--- config.mk ---
export PLATFORM = sky130hd
export DESIGN_NAME = radix_to_ascii_digits
export DESIGN_NICKNAME = d
export VERILOG_FILES = /design/src/rtl/rta_pkg.sv /design/src/rtl/rta_div_unit.sv /design/src/rtl/rta_digit_stack.sv /design/src/rtl/radix_to_ascii_digits.sv
export SDC_FILE = /design/constraint.sdc
export NUM_CORES = 1
export LEC_CHECK = 0
export BUFFER_PORTS_ARGS = -buffer_cell sky130_fd_sc_hd__buf_4
export CAP_MARGIN = 0
export CORE_MARGIN = 2
export CORE_UTILIZATION = 61
export CTS_CLUSTER_DIAMETER = 150
export CTS_CLUSTER_SIZE = 10
export DETAILED_ROUTE_END_ITERATION = 10
export GPL_TIMING_DRIVEN = 0
export HOLD_SLACK_MARGIN = 0.12
export PLACE_DENSITY = 0.87
export SLEW_MARGIN = 30
export SYNTH_ARGS = -nofsm -noshare
export SYNTH_HDL_FRONTEND = slang
export SYNTH_SLANG_ARGS = --single-unit
export TNS_END_PERCENT = 30
--- constraint.sdc ---
create_clock -name clk -period 16.7 [get_ports clk]
set_input_delay 0.835 -clock clk [delete_from_list [all_inputs] [get_ports clk]]
set_output_delay 0.835 -clock clk [all_outputs]
set_load 0.1 [all_outputs]
--- src/rtl/rta_pkg.sv ---
`timescale 1ns / 1ps
// ----------------------------------------------------------------------------
// rta_pkg
// Shared types, constants and helpers for the radix to ASCII digit converter.
// ----------------------------------------------------------------------------
package rta_pkg;

	localparam int unsigned DEF_VALUE_WIDTH = 32;
	localparam int unsigned STEP_BITS       = 8;

	localparam logic [7:0] RADIX_RESET = 8'd10;
	localparam logic [7:0] MIN_RADIX   = 8'd2;
	localparam logic [7:0] MAX_RADIX   = 8'd16;

	localparam logic [6:0] ASCII_ZERO        = 7'd48;
	localparam logic [6:0] ASCII_LETTER_BIAS = 7'd55;

	typedef enum logic [2:0] {
		ST_IDLE = 3'b001,
		ST_DIV  = 3'b010,
		ST_EMIT = 3'b100
	} rta_state_t;

	typedef struct packed {
		logic       done;
		logic [3:0] rem;
	} rta_div_stat_t;

	typedef struct packed {
		logic       push;
		logic       pop;
		logic [3:0] digit;
	} rta_stack_ctl_t;

	function automatic logic [6:0] digit_to_ascii(input logic [3:0] d);
		logic [6:0] d7;
		d7 = {3'b000, d};
		return (d >= 4'd10) ? (d7 + ASCII_LETTER_BIAS) : (d7 + ASCII_ZERO);
	endfunction

endpackage

--- src/rtl/rta_div_unit.sv ---
`timescale 1ns / 1ps
// ----------------------------------------------------------------------------
// rta_div_unit
// Shared divider: divides a word by the radix, one byte of dividend a cycle.
// ----------------------------------------------------------------------------
module rta_div_unit
	import rta_pkg::*;
#(
	parameter int unsigned VALUE_WIDTH = DEF_VALUE_WIDTH
) (
	input  logic                   clk,
	input  logic                   arst_n,
	input  logic                   start,
	input  logic [VALUE_WIDTH-1:0] dividend,
	input  logic [4:0]             radix,
	output logic [VALUE_WIDTH-1:0] quotient,
	output rta_div_stat_t          stat
);

	localparam int unsigned CHUNKS = (VALUE_WIDTH + STEP_BITS - 1) / STEP_BITS;
	localparam int unsigned PAD_W  = CHUNKS * STEP_BITS;
	localparam int unsigned CNT_W  = $clog2(CHUNKS + 1);

	logic [PAD_W-1:0]           work_q;
	logic [3:0]                 rem_q;
	logic [CNT_W-1:0]           cnt_q;
	logic                       active_q;
	logic                       done_q;
	logic [STEP_BITS-1:0]       qbyte;
	logic [3:0]                 rem_d;
	logic [PAD_W+STEP_BITS-1:0] shifted;
	logic                       last;

	// restoring division over one byte
	always_comb begin
		logic [STEP_BITS-1:0] chunk;
		logic [4:0]           t;
		chunk = work_q[PAD_W-1 -: STEP_BITS];
		rem_d = rem_q;
		qbyte = '0;
		for (int i = STEP_BITS - 1; i >= 0; i--) begin
			t = {rem_d, chunk[i]};
			if (t >= radix) begin
				qbyte[i] = 1'b1;
				t        = t - radix;
			end
			rem_d = t[3:0];
		end
	end

	assign shifted = {work_q, qbyte};
	assign last    = (cnt_q == CNT_W'(CHUNKS - 1));

	always_ff @(posedge clk or negedge arst_n) begin
		if (!arst_n) begin
			active_q <= 1'b0;
			done_q   <= 1'b0;
			cnt_q    <= '0;
		end else if (start) begin
			active_q <= 1'b1;
			done_q   <= 1'b0;
			cnt_q    <= '0;
		end else if (active_q) begin
			active_q <= !last;
			done_q   <= last;
			cnt_q    <= cnt_q + 1'b1;
		end else begin
			done_q <= 1'b0;
		end
	end

	always_ff @(posedge clk) begin
		if (start) begin
			work_q <= PAD_W'(dividend);
			rem_q  <= '0;
		end else if (active_q) begin
			work_q <= shifted[PAD_W-1:0];
			rem_q  <= rem_d;
		end
	end

	assign quotient  = work_q[VALUE_WIDTH-1:0];
	assign stat.done = done_q;
	assign stat.rem  = rem_q;

endmodule

--- src/rtl/rta_digit_stack.sv ---
`timescale 1ns / 1ps
// ----------------------------------------------------------------------------
// rta_digit_stack
// Last-in first-out shift line holding digits until they are sent out.
// ----------------------------------------------------------------------------
module rta_digit_stack
	import rta_pkg::*;
#(
	parameter int unsigned DEPTH = DEF_VALUE_WIDTH
) (
	input  logic                       clk,
	input  logic                       arst_n,
	input  rta_stack_ctl_t             ctl,
	output logic [3:0]                 top_digit,
	output logic [$clog2(DEPTH+1)-1:0] count
);

	localparam int unsigned CNT_W = $clog2(DEPTH + 1);

	logic [3:0]       slot_q [DEPTH];
	logic [CNT_W-1:0] count_q;

	always_ff @(posedge clk) begin
		if (ctl.push) begin
			slot_q[0] <= ctl.digit;
			for (int i = 1; i < DEPTH; i++) begin
				slot_q[i] <= slot_q[i-1];
			end
		end else if (ctl.pop) begin
			for (int i = 0; i < DEPTH - 1; i++) begin
				slot_q[i] <= slot_q[i+1];
			end
			slot_q[DEPTH-1] <= '0;
		end
	end

	always_ff @(posedge clk or negedge arst_n) begin
		if (!arst_n) begin
			count_q <= '0;
		end else if (ctl.push) begin
			count_q <= count_q + 1'b1;
		end else if (ctl.pop) begin
			count_q <= count_q - 1'b1;
		end
	end

	assign top_digit = slot_q[0];
	assign count     = count_q;

endmodule

--- src/rtl/radix_to_ascii_digits.sv ---
`timescale 1ns / 1ps
// ----------------------------------------------------------------------------
// radix_to_ascii_digits
// Converts an unsigned word into ASCII digits in base 2 to 16, most
// significant first, flagging the last digit. One divider is reused per digit.
// Each digit takes one pass of the divider and is pushed onto a digit stack;
// the digits are then popped and sent, most significant first,
// so the first digit follows the last division.
// A base outside 2 to 16 drops the word; busy stays low.
// Results cannot be stalled. Asynchronous reset sets the radix to 10 and idles.
// ----------------------------------------------------------------------------
module radix_to_ascii_digits
	import rta_pkg::*;
#(
	parameter int unsigned VALUE_WIDTH = DEF_VALUE_WIDTH
) (
	input  logic                   clk,
	input  logic                   arst_n,
	input  logic                   start,
	output logic                   busy,
	input  logic [31:0]            value,
	input  logic                   cfg_valid,
	output logic                   cfg_ready,
	input  logic [7:0]             cfg_data,
	output logic                   digit_valid,
	output logic [6:0]             digit_char,
	output logic                   is_last
);

	localparam int unsigned CNT_W = $clog2(VALUE_WIDTH + 1);

	rta_state_t             state_q, state_d;
	logic [7:0]             radix_q;
	logic                   radix_ok;
	logic                   div_start;
	logic [VALUE_WIDTH-1:0] dividend;
	logic [VALUE_WIDTH-1:0] quotient;
	rta_div_stat_t          div_stat;
	rta_stack_ctl_t         stack_ctl;
	logic [3:0]             top_digit;
	logic [CNT_W-1:0]       count;
	logic                   valid_q;
	logic [6:0]             char_q;
	logic                   last_q;

	assign cfg_ready = !busy;
	assign busy      = (state_q != ST_IDLE);
	assign radix_ok  = (radix_q >= MIN_RADIX) && (radix_q <= MAX_RADIX);
	assign dividend  = (state_q == ST_IDLE) ? VALUE_WIDTH'(value) : quotient;

	always_ff @(posedge clk or negedge arst_n) begin
		if (!arst_n) begin
			radix_q <= RADIX_RESET;
		end else if (cfg_valid && cfg_ready) begin
			radix_q <= cfg_data;
		end
	end

	rta_div_unit #(
		.VALUE_WIDTH(VALUE_WIDTH)
	) u_div (
		.clk     (clk),
		.arst_n  (arst_n),
		.start   (div_start),
		.dividend(dividend),
		.radix   (radix_q[4:0]),
		.quotient(quotient),
		.stat    (div_stat)
	);

	rta_digit_stack #(
		.DEPTH(VALUE_WIDTH)
	) u_stack (
		.clk      (clk),
		.arst_n   (arst_n),
		.ctl      (stack_ctl),
		.top_digit(top_digit),
		.count    (count)
	);

	// sequencer
	always_comb begin
		state_d         = state_q;
		div_start       = 1'b0;
		stack_ctl.push  = 1'b0;
		stack_ctl.pop   = 1'b0;
		stack_ctl.digit = div_stat.rem;
		case (state_q)
			ST_IDLE: begin
				if (start && radix_ok) begin
					div_start = 1'b1;
					state_d   = ST_DIV;
				end
			end
			ST_DIV: begin
				if (div_stat.done) begin
					stack_ctl.push = 1'b1;
					if (quotient == '0) begin
						state_d = ST_EMIT;
					end else begin
						div_start = 1'b1;
					end
				end
			end
			ST_EMIT: begin
				stack_ctl.pop = 1'b1;
				if (count == CNT_W'(1)) begin
					state_d = ST_IDLE;
				end
			end
			default: begin
				state_d = ST_IDLE;
			end
		endcase
	end

	always_ff @(posedge clk or negedge arst_n) begin
		if (!arst_n) begin
			state_q <= ST_IDLE;
			valid_q <= 1'b0;
		end else begin
			state_q <= state_d;
			valid_q <= (state_q == ST_EMIT);
		end
	end

	always_ff @(posedge clk) begin
		if (state_q == ST_EMIT) begin
			char_q <= digit_to_ascii(top_digit);
			last_q <= (count == CNT_W'(1));
		end
	end

	assign digit_valid = valid_q;
	assign digit_char  = char_q;
	assign is_last     = last_q;

`ifndef NO_ASSERTIONS
	// every sent digit is a legal digit character
	assert property (@(posedge clk) disable iff (!arst_n)
		digit_valid |-> ((digit_char >= 7'd48 && digit_char <= 7'd57) ||
		                 (digit_char >= 7'd65 && digit_char <= 7'd70)))
		else $error("digit character out of range");

	// sending never starts from an empty stack
	assert property (@(posedge clk) disable iff (!arst_n)
		(state_q == ST_EMIT) |-> (count != '0))
		else $error("emit with empty digit stack");

	// the last digit closes the run
	assert property (@(posedge clk) disable iff (!arst_n)
		(digit_valid && is_last) |=> !digit_valid)
		else $error("digit sent after end of run");

	// an invalid base drops the word at once
	assert property (@(posedge clk) disable iff (!arst_n)
		(start && !busy && !radix_ok) |=> !busy)
		else $error("busy raised for invalid radix");

	// digits are pushed only by a finished division
	assert property (@(posedge clk) disable iff (!arst_n)
		stack_ctl.push |-> (state_q == ST_DIV && div_stat.done))
		else $error("push without finished division");
`endif

endmodule

## Word-level counts from Yosys, hierarchy flattened

Memory sizes are Yosys's and may differ from the RTL's.
Index checks and enable logic that the tools add are counted.

- Flip-flop bits (word level): 67
- Bits in writable memories: 128
- Input port bits: 44
- Output and inout bits: 11
- Word-level logic and storage cells: 166
- Memories kept: 1

- $add $sub $neg: 13
- Order comparisons: 11
- Equality and inequality tests: 11
- Muxes and demuxes: 77
- Bitwise operators: 32
- Reduce and logical (&&, ||, !) cells: 10

Memories:

| memory | depth | width | read ports | clocked after Yosys merged registers in | wr ports | line | text |
|---|---|---|---|---|---|---|---|
| u_stack.slot_q | 32 | 4 | 32 | 0 | 32 | rta_digit_stack.sv:20 | `logic [3:0] slot_q [DEPTH];` |

Operators with widths:

| cell | count |
|---|---|
| 4-bit two-way mux | 40 |
| 32-bit two-way mux | 3 |
| 5-bit greater-or-equal comparator | 8 |
| 32-bit logical NOT | 1 |
| 1-bit bitwise OR | 32 |
| 4-bit subtractor | 8 |
| 1-bit two-way mux | 23 |
| 3-bit two-way mux | 6 |
| 4-bit by 6-bit adder with 7-bit output (second input constant) | 2 |
| 6-bit two-way mux | 2 |
| 3-bit one-hot mux with 3 select lines | 1 |
| 8-bit by 2-bit greater-or-equal comparator with 1-bit output (second input constant) | 1 |
| 8-bit by 5-bit less-or-equal comparator with 1-bit output (second input constant) | 1 |
| 7-bit two-way mux | 1 |
| 6-bit by 1-bit adder with 6-bit output (second input constant) | 1 |
| 3-bit by 2-bit == test with 1-bit output (second input constant) | 2 |
| 6-bit by 1-bit == test with 1-bit output (second input constant) | 1 |
| 2-bit by 1-bit != test with 1-bit output (second input constant) | 3 |
| 6-bit by 1-bit subtractor with 6-bit output (second input constant) | 1 |
| 4-bit greater-or-equal comparator (second input constant) | 1 |
| 2-bit != test (second input constant) | 2 |
| 4-bit AND reduction | 1 |
| 2-bit nonzero test | 2 |
| 3-bit by 1-bit adder with 3-bit output (second input constant) | 1 |
| 7 further kinds | 10 |

## Depth between registers and ports, before layout

- Depth in word-level cells: 18
- Gate-level depth with buffers: 53
- Depth with buffers taken out: 52

## Hierarchy

Synthesis repeated with hierarchy kept, for this count alone.

- Cells, all modules: 761
- Area, all modules: 11,210.8 um^2

Modules (own cells, without submodules):

| module | instances | cells each | area an instance (um^2) | seq. area each (um^2) |
|---|---|---|---|---|
| rta_digit_stack | 1 | 311 | 6,124.6 | 3,993.8 |
| rta_div_unit | 1 | 334 | 3,548.4 | 1,166.1 |
| radix_to_ascii_digits | 1 | 116 | 1,537.7 | 544.3 |

## Least setup slack after synthesis

OpenSTA, ideal clock, no wires.

- Kind: reg2reg
- Start: reg radix_q[1]
- End: reg u_div.rem_q[1]
- Setup time: 0.086 ns
- Arrival: 10.294 ns
- Required time: 16.614 ns
- Setup slack: 6.320 ns
- Stages on the path, launching flop included: 50
- Path buffers: 0
- Clock period less this slack: 10.380 ns
- Path through: dfstp_2 -> inv_1 -> ha_1 -> nor2b_4 -> o31a_1 -> o31ai_4 -> nand2_2 -> mux2i_1 -> inv_1 -> ha_1 -> a21oi_1 -> o21ai_1 -> a2111o_1 -> nand3_1 -> inv_1 -> ha_1 -> nor2b_1 -> o31a_2 -> (+14 left out) -> ha_1 -> o21a_1 -> o31ai_1 -> a31o_2 -> mux2_2 -> inv_1 -> ha_1 -> a21o_1 -> a31oi_1 -> o21ai_1 -> mux2i_1 -> ha_1 -> a21o_1 -> a31oi_1 -> o21ai_0 -> inv_1 -> mux2i_1 -> a211oi_1

- Longest elaborated chain between the ends: 16
- Elaborated cells between the ends (all ways): 30
- Those cells by class: add/sub: 8; order compare: 10; mux: 10; reduce/logical: 2

RTL lines:

| item | line | text |
|---|---|---|
| from (decl) | radix_to_ascii_digits.sv:33 | `logic [7:0] radix_q;` |
| from (signal assigned) | radix_to_ascii_digits.sv:55 | `radix_q <= cfg_data;` |
| 4-bit subtractor or 5-bit greater-or-equal comparator (tied branches) | rta_div_unit.sv:45, rta_div_unit.sv:43 |  |
| 4-bit two-way mux | rta_div_unit.sv:43 | `if (t >= radix) begin` |
| 4-bit subtractor or 5-bit greater-or-equal comparator (tied branches) | rta_div_unit.sv:45, rta_div_unit.sv:43 |  |
| 4-bit two-way mux | rta_div_unit.sv:43 |  |
| 4-bit subtractor or 5-bit greater-or-equal comparator (tied branches) | rta_div_unit.sv:45, rta_div_unit.sv:43 |  |
| 4-bit two-way mux | rta_div_unit.sv:43 |  |
| 5-bit greater-or-equal comparator or 4-bit subtractor (tied branches) | rta_div_unit.sv:43, rta_div_unit.sv:45 |  |
| 4-bit two-way mux | rta_div_unit.sv:43 |  |
| 4-bit subtractor or 5-bit greater-or-equal comparator (tied branches) | rta_div_unit.sv:45, rta_div_unit.sv:43 |  |
| 4-bit two-way mux | rta_div_unit.sv:43 |  |
| 4-bit subtractor or 5-bit greater-or-equal comparator (tied branches) | rta_div_unit.sv:45, rta_div_unit.sv:43 |  |
| 4-bit two-way mux | rta_div_unit.sv:43 |  |
| 5-bit greater-or-equal comparator or 4-bit subtractor (tied branches) | rta_div_unit.sv:43, rta_div_unit.sv:45 |  |
| 4-bit two-way mux | rta_div_unit.sv:43 |  |
| 4-bit subtractor or 5-bit greater-or-equal comparator (tied branches) | rta_div_unit.sv:45, rta_div_unit.sv:43 |  |
| 4-bit two-way mux | rta_div_unit.sv:43 |  |
| to (signal assigned) | rta_div_unit.sv:78 | `rem_q <= rem_d;` |
| to (decl) | rta_div_unit.sv:25 | `logic [3:0] rem_q;` |

Several ways; a longest one is shown, not always the timed one.
A chain may end at the register's enable or synchronous reset.

## Worst setup path in the final report

- Start: reg radix_q[1]
- End: reg u_div.work_q[0] (netlist: u_div.quotient[0]), data pin

- Longest elaborated chain between the ends: 18
- Elaborated cells between the ends (all ways): 31
- Those cells by class: add/sub: 7; order compare: 10; mux: 12; reduce/logical: 2

RTL lines:

| item | line | text |
|---|---|---|
| 4-bit subtractor or 5-bit greater-or-equal comparator (tied branches) | rta_div_unit.sv:45, rta_div_unit.sv:43 |  |
| 4-bit two-way mux | rta_div_unit.sv:43 |  |
| 4-bit subtractor or 5-bit greater-or-equal comparator (tied branches) | rta_div_unit.sv:45, rta_div_unit.sv:43 |  |
| 4-bit two-way mux | rta_div_unit.sv:43 |  |
| 4-bit subtractor or 5-bit greater-or-equal comparator (tied branches) | rta_div_unit.sv:45, rta_div_unit.sv:43 |  |
| 4-bit two-way mux | rta_div_unit.sv:43 |  |
| 5-bit greater-or-equal comparator or 4-bit subtractor (tied branches) | rta_div_unit.sv:43, rta_div_unit.sv:45 |  |
| 4-bit two-way mux | rta_div_unit.sv:43 |  |
| (+2 left out) | -- |  |
| 4-bit subtractor or 5-bit greater-or-equal comparator (tied branches) | rta_div_unit.sv:45, rta_div_unit.sv:43 |  |
| 4-bit two-way mux | rta_div_unit.sv:43 |  |
| 4-bit subtractor or 5-bit greater-or-equal comparator (tied branches) | rta_div_unit.sv:45, rta_div_unit.sv:43 |  |
| 4-bit two-way mux | rta_div_unit.sv:43 |  |
| 5-bit greater-or-equal comparator | rta_div_unit.sv:43 |  |
| 1-bit two-way mux | rta_div_unit.sv:43 |  |
| 32-bit two-way mux | rta_div_unit.sv:76 | `end else if (active_q) begin` |
| 32-bit two-way mux (*) | rta_div_unit.sv:73 | `if (start) begin` |
| to (signal assigned) | rta_div_unit.sv:74 | `work_q <= PAD_W'(dividend);` |
| to (signal assigned) | rta_div_unit.sv:77 | `work_q <= shifted[PAD_W-1:0];` |
| to (decl) | rta_div_unit.sv:24 | `logic [PAD_W-1:0] work_q;` |

Mark *: on every way between the ends. The rest lies on a longest branch, timed or not. The select of a mux whose other input is x is not followed.

==> results.cfg <==
[global_route]
grtUsageMet1_pct = 32.93
grtUsageTotal_pct = 23.94
grt_pass1_wl_um = 33200
grt_pass1_vias = 6805
met3_usage_pct = 4.100
grt_use_met2_pct = 39.49
grt_max_degree = 50
busiest_layer = met2
grt-ovfl-total = 0
grt_antenna_before_repair = 0

[critical_path]
slowest_delay_ps = 730
endpoint_kind = flip-flop
cp-start-kind = flip-flop
cp.required_ps = 16920
r2r_cells = 50
critPathMaxFanout = 11
worstSetupPathType = flip-flop to flip-flop
crit_arrival_ps = 12750
crit_path_top_delay_cell = dfstp_2
cpMostUsedCell = ha_1

[sta]
rsz0062_at_grt = no
tns_ps = 0
fin_skew_ps = 7.439
worst_pin_slew_ps = 892.2
period_minus_slack_ps = 12540
slew_viol_final = 0
slew_headroom_pct = 40.52
fin_crit_sh_pct = 75.08
setup_ws_ps = 4162
hold_violations = 0
max_freq_mhz = 79.76
finalSetupViolations = 0

[floorplanning]
coreArea_um2 = 16410
initial_core_util_pct = 61.89
die_area_um2 = 17690
die_h_um = 133.0
die_w_um = 133.0
rows = 47
ioPinCount = 55

[layout]
mostFrequentLayoutCells = nand2_1, edfxtp_1, mux2_2
final_cell_area_um2 = 11550
syn_to_final_growth_pct = 13.75
num-fill-cells = 1121
drive_above_1_share_pct = 19.62
n_antenna_cell = 0
fin_nets = 1044
layout_commonest_cell = nand2_1

[route]
drt-total-wl_um = 20040
drt-vias-per-instance = 5.864
num_vias = 6908
dr.pass1.iters = 5
drtIter0Drc = 570
antenna_left = 0
drc = 0
wl_per_cell_um = 17.01

[clock_network]
cts_tree = done
ctsHoldBuffers = 0
root_buffer = clkbuf_16
path_clk_slew_ps = 70
h-tree-depth = 4
cts_sinks = 195
cts_inserted_buffers = 17
cts_setup_buffers = 0
clk_latency_ps = 430
cts_buffer_depth = 2
cts_resized = 0

[status]
status = complete, no violations

[synthesis]
syn_avg_cell_area_um2 = 11.68
yosys_warnings = 0
synthArstFlopShare_pct = 11.79
yosysSeqAreaShare_pct = 56.18
ys_types = 63
yosysTopAreaCell = edfxtp_1
syn_area_um2 = 10150
ys_ff_latch = 195
synth-main-ff-cell = edfxtp_1
synth_edf_count = 168
synth_fp_nets = 968
yosysTopAreaCellShare_pct = 49.69
synthCells = 869
ys_top_cells_by_area = edfxtp_1, nand2_1, mux2_2, ha_1, dfrtp_1

[place]
place_area_um2 = 10930
hpwl_um = 13950
place_ws_ps = 4399
port_buffers = 54
gp_congestion = 0.8621

[min_path]
hp-class = primary input to asynchronous set/reset pin

[flow_run]
maxCapViolCount = 0
[critical path: cells and delay by family (launching register included)]
family                     cells  cell delay [ps]
AOI/OAI and AO/OA             24             5380
adders and majority gates      8             2660
muxes                          4             1310
buffers and inverters          6             1180
and+or+nand+nor                8             1070
DFF                            1              730
[cell families (layout without fill, tap and decap cells)]
group                    after synthesis  count (layout)  synth area share [%]
adder cells (fa/ha/maj)               55              55                 7.369
AND/OR/NAND/NOR                      334             334                 14.16
XOR/XNOR                              19              19                 1.639
buffers and inverters                 67             156                 2.649
AO/OA/AOI/OAI                         99              99                 6.913
flip-flops                           195             195                 56.18
multiplexers                         100             100                 11.09
[worst paths after layout]
path	slack, ps	startpoint	end
max	4160	radix_q[1]$_DFFE_PN1P_	u_div.quotient[0]$_DFFE_PP_
min	300	arst_n	radix_q[5]$_DFFE_PN0P_
max reg2reg	4160	radix_q[1]$_DFFE_PN1P_	u_div.quotient[0]$_DFFE_PP_
min reg2reg	490	u_stack.count[5]$_DFFE_PN0P_	u_stack.count[5]$_DFFE_PN0P_
max in group asynchronous	16100	arst_n	state_q[0]$_DFFE_PN1P_
min in group clk	490	u_stack.count[5]$_DFFE_PN0P_	u_stack.count[5]$_DFFE_PN0P_
[sequential cells by signal (all words and copies together) (netlist names)]
signal and count:
digit_char 7, digit_valid 1, is_last 1, radix_q 8, state_q 3, u_div.active_q 1
u_div.cnt_q 3, u_div.done_q 1, u_div.quotient 32, u_div.rem_q 4, u_stack.count 6, u_stack.slot_q 128
[metrics by stage]
stage / cells / util, % / hold slack, ps
final: 1178 / 70.40 / 302.4
after global routing: 1178 / 70.40 / 306.5
after CTS: 1178 / 70.40 / 300.9
after detailed placement: 1146 / 66.64 / 472.9
after global placement: 1143 / 66.03 / 455.0
after floorplan: 869 / - / 438.1
[synthesized netlist by cell type (all sizes together), types with 8 or more instances]
library cell / number
nand2: 253
edfxtp: 168
mux2: 91
ha: 47
inv: 37
o21ai: 26
dfrtp: 20
clkbuf: 19
nor2: 19
a21oi: 17
o21a: 13
xnor2: 12
buf: 10
mux2i: 9
nand2b: 9
nor4: 9
fa: 8
nor2b: 8
[metal layers]
metal / up-vias / routed length [µm]
met4: 0 / 247
met5: - / 0
met2: 202 / 9779
met3: 26 / 1024
li1: 3244 / -
met1: 3436 / 8987
[area by class of cell]
class	count	area (µm²)	share of cell area, %
plain buffers	29	126.4	1.094
clock buffers	20	436.7	3.781
clock inverters	12	178.9	1.549
inverters	38	142.6	1.235
multi-input cells	607	4205	36.41
flip-flops and latches	195	5704	49.39
well taps	220	275.3	2.383
repair buffers	57	480.5	4.160
Power is left out: the tool's default activity adds up to more than one toggle a clock period on the data nets, which glitch-free logic cannot reach.
